File: config.mk
export PLATFORM = sky130hd
export DESIGN_NAME = bms_pipe_ctrl
export DESIGN_NICKNAME = d
export VERILOG_FILES = /design/src/sv/bms_pkg.sv /design/src/sv/bms_pipe_ctrl.sv
export SDC_FILE = /design/constraint.sdc
export NUM_CORES = 1
export LEC_CHECK = 0
export ABC_AREA = 0
export BUFFER_PORTS_ARGS = -buffer_cell sky130_fd_sc_hd__buf_2
export CAP_MARGIN = 0
export CORE_AREA = 2 2 39 41
export DETAILED_ROUTE_END_ITERATION = 10
export DIE_AREA = 0 0 41 43
export PLACE_DENSITY = 0.65
export SYNTH_ARGS = -nofsm -noshare
export SYNTH_HDL_FRONTEND = slang
export SYNTH_SLANG_ARGS = --single-unit
File: constraint.sdc
create_clock -name clock -period 1.7 [get_ports clock]
set_input_delay 0.17 -clock clock [delete_from_list [all_inputs] [get_ports clock]]
set_output_delay 0.17 -clock clock [all_outputs]
set_load 0.02 [all_outputs]
File: src/sv/bms_pkg.sv
// Shared types, register codes and saturating helpers for the box motion step.
// Used by every module of the block; depends on nothing else.
`default_nettype none

package bms_pkg;

   localparam int PIPE_DEPTH   = 10;
   localparam int INTEG_STAGES = 5;
   localparam int CSR_IDX_W    = 2;
   localparam int CSR_DATA_W   = 16;

   localparam logic [CSR_IDX_W-1:0] CSR_GRAVITY_ACCEL = 2'd0;
   localparam logic [CSR_IDX_W-1:0] CSR_TIME_STEP     = 2'd1;
   localparam logic [CSR_IDX_W-1:0] CSR_SCREEN_WIDTH  = 2'd2;
   localparam logic [CSR_IDX_W-1:0] CSR_SCREEN_HEIGHT = 2'd3;

   localparam logic [16:0]        ONE_Q16 = 17'h10000;
   localparam logic signed [63:0] RND16   = 64'sd32768;
   localparam logic signed [63:0] S32_MAX = 64'sd2147483647;
   localparam logic signed [63:0] S32_MIN = -64'sd2147483648;

   typedef struct packed {
      logic signed [15:0] gravity_accel;
      logic [15:0]        time_step;
      logic [11:0]        screen_width;
      logic [11:0]        screen_height;
   } cfg_type;

   localparam cfg_type CFG_RESET = '{
      gravity_accel: 16'sd2509,
      time_step:     16'd1092,
      screen_width:  12'd800,
      screen_height: 12'd600
   };

   typedef struct packed {
      logic signed [31:0] pos_x;
      logic signed [31:0] pos_y;
      logic signed [31:0] vel_x;
      logic signed [31:0] vel_y;
      logic [27:0]        box_width;
      logic [27:0]        box_height;
      logic [16:0]        restitution;
      logic [16:0]        friction;
      logic               pinned;
   } box_in_type;

   // Result of the integration half, handed to the collision half.
   typedef struct packed {
      box_in_type         item;
      logic signed [17:0] nrest;     // minus the clamped restitution
      logic [16:0]        onemf;     // one minus the clamped friction
      logic signed [31:0] px1;
      logic signed [31:0] py1;
      logic signed [31:0] vy1;
      logic               at_left;   // px1 at or left of zero
      logic               at_right;  // right edge at or past the wall
      logic signed [31:0] wall_x;    // x that puts the right edge on the wall
   } integ_type;

   typedef struct packed {
      logic signed [31:0] new_pos_x;
      logic signed [31:0] new_pos_y;
      logic signed [31:0] new_vel_x;
      logic signed [31:0] new_vel_y;
   } box_out_type;

   function automatic logic signed [31:0] sat32(input logic signed [63:0] x);
      logic signed [31:0] r;
      if (x > S32_MAX) begin
         r = S32_MAX[31:0];
      end else if (x < S32_MIN) begin
         r = S32_MIN[31:0];
      end else begin
         r = x[31:0];
      end
      return r;
   endfunction

   // Round a Q.32 product to Q.16 (ties toward +infinity) and saturate.
   function automatic logic signed [31:0] round16_sat(input logic signed [63:0] p);
      logic signed [63:0] s;
      s = (p + RND16) >>> 16;
      return sat32(s);
   endfunction

endpackage

`default_nettype wire

File: src/sv/bms_pipe_ctrl.sv
// Valid bits and per-stage load enables of the box motion pipeline.
// Bubbles collapse, so a stalled output only holds back stages that are full.
`default_nettype none

module bms_pipe_ctrl
   import bms_pkg::*;
#(
   parameter int DEPTH = 10
) (
   input  wire logic             clock,
   input  wire logic             reset,
   input  wire logic             in_valid,
   input  wire logic             out_ready,
   output logic                  in_ready,
   output logic [DEPTH-1:0]      stage_en,
   output logic [DEPTH-1:0]      stage_valid
);

   logic [DEPTH-1:0] valid_ff;
   logic [DEPTH-1:0] valid_in;

   always_comb begin
      stage_en[DEPTH-1] = !valid_ff[DEPTH-1] || out_ready;
      for (int k = DEPTH - 2; k >= 0; k--) begin
         stage_en[k] = !valid_ff[k] || stage_en[k+1];
      end
   end

   always_comb begin
      valid_in = valid_ff;
      if (stage_en[0]) begin
         valid_in[0] = in_valid;
      end
      for (int k = 1; k < DEPTH; k++) begin
         if (stage_en[k]) begin
            valid_in[k] = valid_ff[k-1];
         end
      end
   end

   always_ff @(posedge clock) begin
      if (reset) begin
         valid_ff <= '0;
      end else begin
         valid_ff <= valid_in;
      end
   end

   assign in_ready    = stage_en[0];
   assign stage_valid = valid_ff;

endmodule

`default_nettype wire

# After elaboration in Yosys (flattened, before gate mapping)
# Index checks and enable logic that the tools add are counted.
op_classes:
  n_addsub: 0
  multipliers: 0
  div: 0
  order_cmp: 0
  eq_ne: 0
  shifts: 0
  n_mux: 0
  n_bitwise: 0
  reduce_logical: 20
ops:
  columns: ["op", "n"]
  rows:
  - ["$logic_not A1 Y1", 10]
  - ["$logic_or A1 B1 Y1", 10]
totals:
  regBits: 10
  latchBits: 0
  mem_bits_rw: 0
  rom_bits: 0
  input_bits: 4
  out_inout_bits: 21
  memories: 0

# Depth between registers and ports, before layout
logic_depth:
  ltp_word: 11
  depth_mapped: 5
  ltp_nobuf: 3

# Worst setup path after synthesis
# OpenSTA, ideal clock, no wires.
synth_path:
  kind: "register -> output"
  from: "reg valid_ff[8], in the netlist stage_valid[8]"
  to: "out stage_en[0]"
  arrival_ps: 1651
  path_slack_ps: -121
  stages_incl_launch_ff: 6
  path_buffers: 2
  path_cell_list: "dfxtp_1 -> and4b_1 -> buf_6 -> nand3_4 -> or3_1 -> buf_4"
synth_between:
  elab_chain_cells: 10
synth_rtl:
  columns: ["item", "line_no", "text"]
  rows:
  - ["from (decl)", "bms_pipe_ctrl.sv:19", "logic [DEPTH-1:0] valid_ff;"]
  - ["from (signal assigned)", "bms_pipe_ctrl.sv:45", "valid_ff <= valid_in;"]
  - ["$logic_not A1 Y1", "bms_pipe_ctrl.sv:25", "stage_en[k] = !valid_ff[k] || stage_en[k+1];"]
  - ["$logic_or A1 B1 Y1 (6 in series)", "bms_pipe_ctrl.sv:25", null]
  - ["via stage_en[3]", "bms_pipe_ctrl.sv:15", "output logic [DEPTH-1:0] stage_en,"]
  - ["$logic_or A1 B1 Y1 (3 in series)", "bms_pipe_ctrl.sv:25", null]
  - ["to (decl)", "bms_pipe_ctrl.sv:15", null]
# The timed path passes the listed nets, and every way through them passes these cells.

# Worst setup path in the final report
layout_path:
  from: "reg valid_ff[8], in the netlist stage_valid[8]"
  to: "out in_ready"
layout_between:
  elab_chain_cells: 10
layout_rtl:
  columns: ["item", "line_no", "text"]
  rows:
  - ["$logic_not A1 Y1", "bms_pipe_ctrl.sv:25", null]
  - ["$logic_or A1 B1 Y1 (9 in series)", "bms_pipe_ctrl.sv:25", null]
  - ["to (decl)", "bms_pipe_ctrl.sv:14", "output logic in_ready,"]
# No other way between the ends.

==> reports/metrics.cfg <==
[outcome]
status = complete, no violations

[logic_synthesis]
async_flop_share_pct = 0
synth_edf_count = 0
synth_largest_area_cell = sky130_fd_sc_hd__dfxtp_1
yosys.cell_types.count = 19
syn_area_per_cell_sq_um = 8.524
ys_top_cells_by_count = sky130_fd_sc_hd__dfxtp_1, sky130_fd_sc_hd__inv_1, sky130_fd_sc_hd__a21oi_1, sky130_fd_sc_hd__nor2_1, sky130_fd_sc_hd__nand2_1
synthMostInstantiatedCell = sky130_fd_sc_hd__dfxtp_1
postSynth.topFlopCell = sky130_fd_sc_hd__dfxtp_1
synthCells = 48
yosys_register_bits = 10
syn_area_sq_um = 409.1
yosysTopAreaCellShare_pct = 48.93
yosys_warnings = 0
synth.net_count = 52
synthTopCellsByArea = sky130_fd_sc_hd__dfxtp_1, sky130_fd_sc_hd__a21oi_1, sky130_fd_sc_hd__inv_1, sky130_fd_sc_hd__nor2_1, sky130_fd_sc_hd__nand3_4
synth-seq-area-share_pct = 48.93

[worst_setup_path]
setup.worst_path.start_class = flop
worstSetupEndpointType = output port
cp_data_arrival_time_ns = 1.47
criticalPathCategory = reg2out
critical_path.max_fanout = 5
crit_required_ns = 1.53
regToRegSetupSlack_ns = 0.54

[sta]
timing.clock.skew_ns = 0.006729
maxSlewHeadroom_pct = 84.44
finalSetupViolations = 0
finalHoldViolations = 0
layout_worst_path_cycle_share_pct = 96.34
setup-tns-final_ns = 0
worst_slew_pin_tran_ns = 0.2329
rsz0062_at_grt = no
final_max_slew_viol_count = 0
fmax_ghz = 0.6106
post-route-min-period_ns = 1.638

[finish]
fin_area_sq_um = 608.1
antenna_cells = 0
number_of_flip_flops_in_the_largest_register = 10
final_cells = 92
utilization_pct = 43.94
syn2layout_area_growth_pct = 48.62
drive_gt1_share_pct = 52.63
layout_net_count = 82

[route]
route.vias.total = 425
dr.pass1.iters = 2
routed_wl_microns = 978
route.detailed.vias_per_inst = 4.620
antenna_left = 0
wl_per_cell_microns = 10.63
remaining_drc_errors = 0
drt_first_iter_violations = 3

[placement]
place.detailed.hpwl_microns = 703.1
placed_cells_incl_taps = 87
numPortBuffers = 24
globalplace.congestion = 0.7562
placed_cell_area_sq_um = 550.5

[run]
drv.max_cap_violation_count = 0

[floorplanning]
io-pin-count = 25
die_width_microns = 41
floorplan.die.height_microns = 43
core-area_sq_um = 1384
initial_core_util_pct = 29.57
rows = 14
design.die.area_sq_um = 1763

[clock_network]
clkLatencyLatePin_ns = 0.26
cts_inserted_buffers = 3
cts-root-to-sink-buffers = 2
number_of_buffers_inserted_for_hold_repair_after_clock_tree_synthesis = 0
clk_pin_slew_worst_paths_ns = 0.06
cts_tree = yes
clock_tree.htree_level_count = 1
cts.sink_count = 10
clock-root-buffer = sky130_fd_sc_hd__clkbuf_4

[pwr]
p_sw_uw = 91.80
power_density_nw_per_um2 = 689.0
comb_power_share_pct = 5.0
sw_frac_of_total_pct = 21.91
pwr-share-seq_pct = 57.6
power.static_leakage_nw = 0.2599
p_total_uw = 418.9
ir_worst_vdd_v = 0.0003804
p_clk_share_pct = 37.4
internal_power_uw = 327.2

[grt]
grt_pass1_wl_mm = 1.435
maximum_number_of_pins_on_one_net_before_global_route_repair = 12
grt.overflow.total = 0
global_route_usage_over_all_layers_pct = 12.21
grt_pass1_vias = 356
grt_antenna_before_repair = 0

[worst_hold_path]
min-delay-path-class = in2reg

## worst paths after layout
path                  start             end  depth (start not counted)
min                in_valid  stage_valid[0]                          3
max reg2reg  stage_valid[8]  stage_valid[1]                          4
max          stage_valid[8]        in_ready                          4
min reg2reg  stage_valid[4]  stage_valid[5]                          2
## cell type report
class                      count  area (sq um)
fill                         152         775.7
multi-input combinational     28         171.4
clock buffer                   3         22.52
inverter                       7         26.28
timing repair buffer          28         162.7
sequential                    10         205.2
tap                           16         20.02
## routing by layer
metal / share of wire (%) / vias up / GRT usage, %
li1: - / 216 / -
met1: 44 / 193 / 13.73
met2: 50 / 14 / 19.06
met3: 4.7 / 2 / 3.141
met4: 1.2 / 0 / 8.000
met5: 0 / - / 0
## critical path, cell delays in order, from the launching register on
cell and delay (ns):
sky130_fd_sc_hd__dfxtp_2 0.35, sky130_fd_sc_hd__and4b_2 0.27, sky130_fd_sc_hd__nand3_4 0.10, sky130_fd_sc_hd__or3_4 0.35
sky130_fd_sc_hd__buf_6 0.14
## through the flow
| stage | setup WS, ns | hold slack (ns) |
|---|---|---|
| 6_report | 0.06224 | 0.1486 |
| 5_1_grt | 0.001953 | 0.1573 |
| 4_1_cts | 0.003445 | 0.1454 |
| 3_5_place_dp | 0.2701 | 0.4108 |
| 3_3_place_gp | 0.2782 | 0.4155 |
| 2_1_floorplan | 0.04345 | 0.3058 |
## cell families (layout without fill, tap and decap cells)
kind of cell	after synthesis	after routing	synth area share, %
AND/OR/NAND/NOR	20	20	27.83
buffers and inverters	10	38	11.93
AO/OA/AOI/OAI	8	8	11.32
flip-flops	10	10	48.93
## power by group through the flow
stage          Combinational (mW)  Clock [mW]  Sequential [mW]
4_1_cts                    0.0211       0.157            0.241
6_report                   0.0210       0.157            0.241
3_5_place_dp               0.0211           0            0.247
2_1_floorplan             0.00751           0            0.251
5_1_grt                    0.0231       0.174            0.241
3_3_place_gp               0.0206           0            0.246
## timing repair
item | CTS | global route
cloned | 0 | 0
pin swaps | 1 | 3
setup buffers | 0 | 2
gates resized for setup | 1 | 6
endpoints found under the setup margin | 2 | 3
## layout by cell type, fill, tap and decap left out, drive strengths merged
cell,netlist,routed
o31ai,1,1
or2,1,1
nand4,2,2
inv,7,7
nand2b,1,1
a21oi,6,6
and4b,1,1
clkbuf,1,3
nor2,6,6
or3,1,1
nand2,4,4
nor2b,1,1
o32ai,1,1
dfxtp,10,10
buf,2,28
nand3,2,2
and3,1,1
No activity file was read; power rests on OpenSTA's default activity.
