**config.mk**
```make
export PLATFORM = sky130hd
export DESIGN_NAME = bms_integrate
export DESIGN_NICKNAME = d
export VERILOG_FILES = /design/src/sv/bms_pkg.sv /design/src/sv/bms_integrate.sv
export SDC_FILE = /design/constraint.sdc
export NUM_CORES = 2
export LEC_CHECK = 0
export BUFFER_PORTS_ARGS = -buffer_cell sky130_fd_sc_hd__buf_2
export CORE_UTILIZATION = 40
export CTS_CLUSTER_SIZE = 16
export DETAILED_ROUTE_END_ITERATION = 6
export SLEW_MARGIN = 20
export SYNTH_ARGS = -nofsm -noshare
export SYNTH_HDL_FRONTEND = slang
export SYNTH_SLANG_ARGS = --single-unit
```
**constraint.sdc**
```tcl
create_clock -name clock -period 18.98 [get_ports clock]
set_input_delay 2.847 -clock clock [delete_from_list [all_inputs] [get_ports clock]]
set_output_delay 2.847 -clock clock [all_outputs]
set_load 0.01 [all_outputs]
```
**src/sv/bms_pkg.sv**
```systemverilog
// Shared types, register codes and saturating helpers for the box motion step.
// Used by every module of the block; depends on nothing else.
`default_nettype none

package bms_pkg;

   localparam int PIPE_DEPTH   = 10;
   localparam int INTEG_STAGES = 5;
   localparam int CSR_IDX_W    = 2;
   localparam int CSR_DATA_W   = 16;

   localparam logic [CSR_IDX_W-1:0] CSR_GRAVITY_ACCEL = 2'd0;
   localparam logic [CSR_IDX_W-1:0] CSR_TIME_STEP     = 2'd1;
   localparam logic [CSR_IDX_W-1:0] CSR_SCREEN_WIDTH  = 2'd2;
   localparam logic [CSR_IDX_W-1:0] CSR_SCREEN_HEIGHT = 2'd3;

   localparam logic [16:0]        ONE_Q16 = 17'h10000;
   localparam logic signed [63:0] RND16   = 64'sd32768;
   localparam logic signed [63:0] S32_MAX = 64'sd2147483647;
   localparam logic signed [63:0] S32_MIN = -64'sd2147483648;

   typedef struct packed {
      logic signed [15:0] gravity_accel;
      logic [15:0]        time_step;
      logic [11:0]        screen_width;
      logic [11:0]        screen_height;
   } cfg_type;

   localparam cfg_type CFG_RESET = '{
      gravity_accel: 16'sd2509,
      time_step:     16'd1092,
      screen_width:  12'd800,
      screen_height: 12'd600
   };

   typedef struct packed {
      logic signed [31:0] pos_x;
      logic signed [31:0] pos_y;
      logic signed [31:0] vel_x;
      logic signed [31:0] vel_y;
      logic [27:0]        box_width;
      logic [27:0]        box_height;
      logic [16:0]        restitution;
      logic [16:0]        friction;
      logic               pinned;
   } box_in_type;

   // Result of the integration half, handed to the collision half.
   typedef struct packed {
      box_in_type         item;
      logic signed [17:0] nrest;     // minus the clamped restitution
      logic [16:0]        onemf;     // one minus the clamped friction
      logic signed [31:0] px1;
      logic signed [31:0] py1;
      logic signed [31:0] vy1;
      logic               at_left;   // px1 at or left of zero
      logic               at_right;  // right edge at or past the wall
      logic signed [31:0] wall_x;    // x that puts the right edge on the wall
   } integ_type;

   typedef struct packed {
      logic signed [31:0] new_pos_x;
      logic signed [31:0] new_pos_y;
      logic signed [31:0] new_vel_x;
      logic signed [31:0] new_vel_y;
   } box_out_type;

   function automatic logic signed [31:0] sat32(input logic signed [63:0] x);
      logic signed [31:0] r;
      if (x > S32_MAX) begin
         r = S32_MAX[31:0];
      end else if (x < S32_MIN) begin
         r = S32_MIN[31:0];
      end else begin
         r = x[31:0];
      end
      return r;
   endfunction

   // Round a Q.32 product to Q.16 (ties toward +infinity) and saturate.
   function automatic logic signed [31:0] round16_sat(input logic signed [63:0] p);
      logic signed [63:0] s;
      s = (p + RND16) >>> 16;
      return sat32(s);
   endfunction

endpackage

`default_nettype wire

```
**src/sv/bms_integrate.sv**
```systemverilog
// Stages one to five: gravity into vertical velocity, Euler position update
// and the side wall tests. Depends on bms_pkg.
`default_nettype none

module bms_integrate
   import bms_pkg::*;
#(
   parameter int FRAC_BITS        = 16,
   parameter int PIXELS_PER_METRE = 100
) (
   input  wire logic                    clock,
   input  wire cfg_type                 cfg,
   input  wire logic [INTEG_STAGES-1:0] stage_en,
   input  wire box_in_type              in_item,
   output integ_type                    out_data
);

   localparam int SHIFT_G = 24 - FRAC_BITS;
   localparam int PPM_W   = $clog2(PIXELS_PER_METRE + 1);
   localparam int GP_W    = 33;
   localparam int DVP_W   = GP_W + PPM_W + 1;
   localparam logic [PPM_W-1:0]   PPM_U = PPM_W'(PIXELS_PER_METRE);
   localparam logic signed [63:0] RND_G = 64'((2 ** SHIFT_G) / 2);

   // Stage 1: gravity times time step, vel_x times time step, factor clamps.
   box_in_type             s1_item_ff;
   logic signed [GP_W-1:0] s1_gp_ff,    s1_gp_in;
   logic signed [48:0]     s1_vxdt_ff,  s1_vxdt_in;
   logic signed [17:0]     s1_nrest_ff, s1_nrest_in;
   logic [16:0]            s1_onemf_ff, s1_onemf_in;
   logic [16:0]            rest_c, fric_c;

   always_comb begin
      rest_c      = (in_item.restitution > ONE_Q16) ? ONE_Q16 : in_item.restitution;
      fric_c      = (in_item.friction > ONE_Q16) ? ONE_Q16 : in_item.friction;
      s1_gp_in    = cfg.gravity_accel * $signed({1'b0, cfg.time_step});
      s1_vxdt_in  = in_item.vel_x * $signed({1'b0, cfg.time_step});
      s1_nrest_in = -$signed({1'b0, rest_c});
      s1_onemf_in = ONE_Q16 - fric_c;
   end

   always_ff @(posedge clock) begin
      if (stage_en[0]) begin
         s1_item_ff  <= in_item;
         s1_gp_ff    <= s1_gp_in;
         s1_vxdt_ff  <= s1_vxdt_in;
         s1_nrest_ff <= s1_nrest_in;
         s1_onemf_ff <= s1_onemf_in;
      end
   end

   // Stage 2: scale gravity to pixels, new x position.
   box_in_type              s2_item_ff;
   logic signed [17:0]      s2_nrest_ff;
   logic [16:0]             s2_onemf_ff;
   logic signed [DVP_W-1:0] s2_dvp_ff, s2_dvp_in;
   logic signed [31:0]      s2_px1_ff, s2_px1_in;
   logic signed [63:0]      pxs;

   always_comb begin
      s2_dvp_in = s1_gp_ff * $signed({1'b0, PPM_U});
      // Rounding of the step is folded into the position add.
      pxs       = (64'(s1_item_ff.pos_x) <<< 16) + 64'(s1_vxdt_ff) + RND16;
      s2_px1_in = sat32(pxs >>> 16);
   end

   always_ff @(posedge clock) begin
      if (stage_en[1]) begin
         s2_item_ff  <= s1_item_ff;
         s2_nrest_ff <= s1_nrest_ff;
         s2_onemf_ff <= s1_onemf_ff;
         s2_dvp_ff   <= s2_dvp_in;
         s2_px1_ff   <= s2_px1_in;
      end
   end

   // Stage 3: vertical velocity gains the rounded gravity increment.
   box_in_type         s3_item_ff;
   logic signed [17:0] s3_nrest_ff;
   logic [16:0]        s3_onemf_ff;
   logic signed [31:0] s3_px1_ff;
   logic signed [31:0] s3_vy1_ff, s3_vy1_in;
   logic signed [63:0] vys;

   always_comb begin
      vys       = (64'(s2_item_ff.vel_y) <<< SHIFT_G) + 64'(s2_dvp_ff) + RND_G;
      s3_vy1_in = sat32(vys >>> SHIFT_G);
   end

   always_ff @(posedge clock) begin
      if (stage_en[2]) begin
         s3_item_ff  <= s2_item_ff;
         s3_nrest_ff <= s2_nrest_ff;
         s3_onemf_ff <= s2_onemf_ff;
         s3_px1_ff   <= s2_px1_ff;
         s3_vy1_ff   <= s3_vy1_in;
      end
   end

   // Stage 4: vel_y times time step, side wall tests on the new x.
   box_in_type         s4_item_ff;
   logic signed [17:0] s4_nrest_ff;
   logic [16:0]        s4_onemf_ff;
   logic signed [31:0] s4_px1_ff;
   logic signed [31:0] s4_vy1_ff;
   logic signed [48:0] s4_vydt_ff, s4_vydt_in;
   logic               s4_left_ff, s4_left_in;
   logic               s4_right_ff, s4_right_in;
   logic signed [31:0] s4_wallx_ff, s4_wallx_in;
   logic signed [63:0] wall64, bw64;

   always_comb begin
      wall64      = $signed(64'(cfg.screen_width)) <<< FRAC_BITS;
      bw64        = $signed(64'(s3_item_ff.box_width));
      s4_vydt_in  = s3_vy1_ff * $signed({1'b0, cfg.time_step});
      s4_left_in  = s3_px1_ff <= 32'sd0;
      s4_right_in = (64'(s3_px1_ff) + bw64) >= wall64;
      s4_wallx_in = sat32(wall64 - bw64);
   end

   always_ff @(posedge clock) begin
      if (stage_en[3]) begin
         s4_item_ff  <= s3_item_ff;
         s4_nrest_ff <= s3_nrest_ff;
         s4_onemf_ff <= s3_onemf_ff;
         s4_px1_ff   <= s3_px1_ff;
         s4_vy1_ff   <= s3_vy1_ff;
         s4_vydt_ff  <= s4_vydt_in;
         s4_left_ff  <= s4_left_in;
         s4_right_ff <= s4_right_in;
         s4_wallx_ff <= s4_wallx_in;
      end
   end

   // Stage 5: new y position.
   integ_type          s5_data_ff, s5_data_in;
   logic signed [63:0] pys;

   always_comb begin
      pys                 = (64'(s4_item_ff.pos_y) <<< 16) + 64'(s4_vydt_ff) + RND16;
      s5_data_in.item     = s4_item_ff;
      s5_data_in.nrest    = s4_nrest_ff;
      s5_data_in.onemf    = s4_onemf_ff;
      s5_data_in.px1      = s4_px1_ff;
      s5_data_in.py1      = sat32(pys >>> 16);
      s5_data_in.vy1      = s4_vy1_ff;
      s5_data_in.at_left  = s4_left_ff;
      s5_data_in.at_right = s4_right_ff;
      s5_data_in.wall_x   = s4_wallx_ff;
   end

   always_ff @(posedge clock) begin
      if (stage_en[4]) begin
         s5_data_ff <= s5_data_in;
      end
   end

   assign out_data = s5_data_ff;

endmodule

`default_nettype wire

```
* Word level (Yosys, flattened, before mapping) *
Index checks and enable logic that the tools add are counted.
W data, S select, Z words.

operators by class
  order comparisons = 12
  multiply operators = 4
  muxes and demuxes = 6
  add/sub/neg operators = 10

operators by type and width
  cell                      count
  $mux W32                  4
  $gt A35 B32 Y1 const B    3
  $lt A35 B32 Y1 const B    3
  $add A50 B17 Y51 const B  2
  $add A48 B49 Y50          2
  $mul A32 B17 Y49          2
  $add A42 B9 Y43 const B   1
  $add A40 B41 Y42          1
  $mul A33 B6 Y39 const B   1
  $gt A17 B17 Y1 const B    2
  $mux W17                  2
  $add A32 B29 Y33          1
  $ge A33 B29 Y1            1
  $mul A16 B17 Y33          1
  $gt A29 B32 Y1 const B    1
  $le A32 B1 Y1 const B     1
  $lt A29 B32 Y1 const B    1
  $sub A28 B28 Y29          1
  $neg A17 Y18              1
  $sub A17 B17 Y17 const A  1

storage, ports and cells
  word-level logic and storage cells = 105
  output and inout port bits = 384
  register bits after elaboration = 1,764

* Longest topological paths before layout *
  depth after elaboration = 4
  mapped depth = 26
  mapped depth without buffers = 24

* Worst setup path before layout *
Ideal clock, no wire load.

  path type = input to register
  start = input cfg[34] (netlist name)
  end = register s4_vydt_ff[43] (data pin)
  stages on the path = 25
  data arrival time = 9.136 ns
  path buffers = 2
  required time = 18.718 ns
  slack = 9.582 ns
  cells stage by stage = clkbuf_1 > clkbuf_1 > nand2_1 > fa_1 > inv_1 > fa_1 > inv_1 > fa_1 > inv_1 > fa_1 > fa_1 > inv_1 > fa_1 > inv_1 > ha_1 > nand4_1 > nor2_1 > a221o_1 > a221o_1 > a31o_2 > a41oi_1 > o2111ai_1 > a21oi_1 > o21ai_1 > xor2_1

between the ends
  word-level cells in the longest chain between the ends = 1

RTL lines
  element               RTL line              source
  from (decl)           bms_integrate.sv:12   input wire cfg_type cfg,
  $mul A32 B17 Y49      bms_integrate.sv:115  s4_vydt_in = s3_vy1_ff * $signed({1'b0, cfg.time_step});
  net s4_vydt_in[43]    bms_integrate.sv:106  logic signed [48:0] s4_vydt_ff, s4_vydt_in;
  to (signal assigned)  bms_integrate.sv:128  s4_vydt_ff <= s4_vydt_in;
  to (decl)             bms_integrate.sv:106

The timed path passes the listed nets, and every way through them passes these cells.
A chain may end at the register's enable or synchronous reset.

* Final worst setup path *
  start = input cfg[28] (netlist name)
  end = register s1_vxdt_ff[23] (data pin)

between the ends
  word-level cells in the longest chain between the ends = 1

RTL lines
  element               RTL line             source
  $mul A32 B17 Y49      bms_integrate.sv:37  s1_vxdt_in = in_item.vel_x * $signed({1'b0, cfg.time_step});
  net s1_vxdt_in[23]    bms_integrate.sv:28  logic signed [48:0] s1_vxdt_ff, s1_vxdt_in;
  to (signal assigned)  bms_integrate.sv:46  s1_vxdt_ff <= s1_vxdt_in;
  to (decl)             bms_integrate.sv:28

The timed path passes the listed nets, and every way through them passes these cells.

==> qor.csv <==
metric,value,unit
status,finished clean,
worst-path cell chain,buf_2 > buf_4 > and2_1 > fa_1 > inv_1 > fa_1 > fa_1 > inv_1 > fa_1 > fa_1 > inv_1 > fa_1 > inv_1 > ha_1 > a21o_1 > a21o_1 > a2111oi_0 > buf_4 > nor2_1 > a21oi_1 > o21bai_1 > a211o_1 > a21oi_1 > xnor2_1,
vias,63900,
total gr overflow,0,
synthesized area,0.108,sq mm
reg2reg start,s3_vy1_ff[5],
Post-synth EDFFs,1725,
CP Capture Type,flip-flop,
GRT Overall Usage,0.194,
Mapped Cells,8479,
Worst Path Required,19.49,ns
area grow syn2layout,12.2,%
Post-CTS Repair Setup Buffers,0,
Ys Warns,0,
CP max FO,49,
hold path start,s4_px1_ff[12],
"most common cell after layout, fill and taps aside",edfxtp_1,
max_slew headroom,0.266,
Tightest Pin Transition,1.10,ns
CP max-delay cell,buf_4,
async set-reset flop share out of synthesis,0,
First-pass DRT Iterations,6,
clock buffer count from CTS,182,
post-synth top area share,0.479,
clk buf depth,4,
die span in x,522,microns
"Primary FF master, synth",edfxtp_1,
Most Frequent Cell on Critical Path,fa_1,
Final #Nets,11200,
vias in the first global route,67500,
post-DR wirelength/cell,20.6,microns
Starting Density,0.403,
RSZ-0062 raised after global routing,false,
I/O Buffers,652,
crit path buf inv count,7,
Slew Limit Fails,0,
crit share post-route,0.538,
Sequential Area,0.0518,sq mm
I/O pins,665,
"Avg Cell Area, Syn",12.7,sq um
multi-input logic area,0.0492,sq mm
Post-DRT Antenna Nets,0,
Max stage delay on crit path,0.80,ns
worst setup path start,cfg[28],
max frequency,97.9,MHz
Yosys reg bits,1725,
TNS Setup,0,ns
max_cap viols,0,
CORE AREA,0.268,sq mm
Worst EP arrival,10.72,ns
final wirelength,264,mm
Crit Path Class,input port to flip-flop,
cts hold-fix bufs,0,
layout cells sized above 1,0.109,
row cnt,190,
# DRC,0,
Hold Path Class,flip-flop to flip-flop,
Yosys cell types,82,
Setup Viol. Count Final,0,
initial antenna violation count,49,
die area,0.272,sq mm
Skew-Pair Late Insertion Delay,0.88,ns
Starting DRT DRC Count,3984,
final hold viol count,0,
H-tree levels,4,
post-synthesis sequential area ratio,0.479,
startpoint types,input port,
Root Buffer,clkbuf_16,
gpl congestion,0.887,
CTS clock-pin slew for the worst setup and hold paths,0.06,ns
Final Cell Area,0.121,sq mm
post-layout minimum cycle time,10.21,ns
post-DP HPWL,198,mm
CTS tree,done,
final design utilization,0.452,
Synth area leaders,"edfxtp_1 48%, fa_1 22%, ha_1 7.0%",
first-pass GRT wire length,403,mm
post-cts resize count,0,
# fillers,24000,
routed vias/inst,4.98,
Mapped Nets,10600,
"commonest cells after routing, fill and taps aside","1725 x edfxtp_1, 1628 x inv_1, 1203 x fa_1",
clock sink count,1725,
clock skew,0.0919,ns
DIE HEIGHT,522,microns
top cell type by total area after synthesis,edfxtp_1,
placed instance area,0.115,sq mm
"delay-heaviest family, CP",adder cells,
largest net degree at the start of global routing,141,
logic make-up after synthesis:
family | after synthesis | share of synthesized area
simple gates | 1935 | 0.0884
fa+ha+maj | 1806 | 0.293
compound gates | 857 | 0.0522
flops | 1725 | 0.479
buf+inv | 1890 | 0.0658
xor+xnor | 266 | 0.0216
per-stage QoR:
| step | instances | worst slack [ns] | hold slack [ns] |
|---|---|---|---|
| final | 12800 | 8.77 | 0.363 |
| after global routing | 12800 | 8.46 | 0.353 |
| after CTS | 12800 | 8.89 | 0.348 |
| after detailed placement | 12500 | 7.99 | 0.405 |
| after global placement | 12500 | 7.95 | 0.400 |
| after floorplan | 8479 | 9.58 | 0.400 |
routing by layer:
metal | track usage | up-vias | part of all wire
met5 | 0 | - | 0.0012
met4 | 0.0546 | 50 | 0.027
met3 | 0.0366 | 461 | 0.068
met2 | 0.330 | 2004 | 0.48
met1 | 0.253 | 32500 | 0.42
li1 | - | 28900 | -
cells in the mapped netlist (5+ instances only):
master     number
nand2b_1       51
a211o_1        12
o211ai_1       15
ha_1          603
or2_2           7
nor4_1         17
xnor2_1       188
o21bai_1       38
or3_1          23
o31a_1          5
a221o_1        10
nor2_1        201
nand2_1       796
o21a_1         50
inv_1        1628
a31oi_1        24
or4_1           5
o31ai_1        11
nor2b_1        32
a211oi_1       26
o2111ai_1       9
edfxtp_1     1725
a2111oi_0       8
and3_1         37
xor2_1         78
nand3_1        51
a41oi_1        10
o22ai_1         5
o21ai_1        49
and4_1          7
a21oi_1       227
and2_1        609
a21boi_0        9
fa_1         1203
clkbuf_1      250
a31o_2          6
a21o_1        168
nor3_1         57
o41ai_1         5
buf_2           8
o21ai_0       112
nand4_1        21
state kept, by name (all words and copies together), names as in the netlist, 34 cells and up:
register and cells:
s4_item_ff 219, s2_item_ff 219, s3_item_ff 191, s1_vxdt_ff 34
s1_item_ff 219, out_data 382, s2_dvp_ff 34, s4_vydt_ff 34
area by class of cell:
type,count,area share
Tap cell,3552,0.0367
Inverter,1629,0.0505
Clock inverter,119,0.00969
Sequential cell,1725,0.427
Multi-Input combinational cell,4864,0.406
Clock buffer,202,0.0382
Timing Repair Buffer,719,0.0317
Antenna cell,10,0.000206
final timing paths:
path,to,slack [ns],cells past startpoint
max reg2reg,s4_vydt_ff[43],11.35,23
min reg2reg,out_data[110],0.36,0
min,out_data[110],0.36,0
max,s1_vxdt_ff[23],8.77,24
worst reg2reg max path: cells and delay by family, from the launching register on:
| family | cells | cell delay (ns) |
|---|---|---|
| compound gates | 7 | 2.23 |
| xor+xnor | 1 | 0.14 |
| fa+ha+maj | 7 | 3.46 |
| buf+inv | 5 | 0.24 |
| flops | 1 | 0.86 |
| simple gates | 3 | 0.38 |
Power is left out: the tool's default activity adds up to more than one toggle a clock period on the data nets, which glitch-free logic cannot reach.
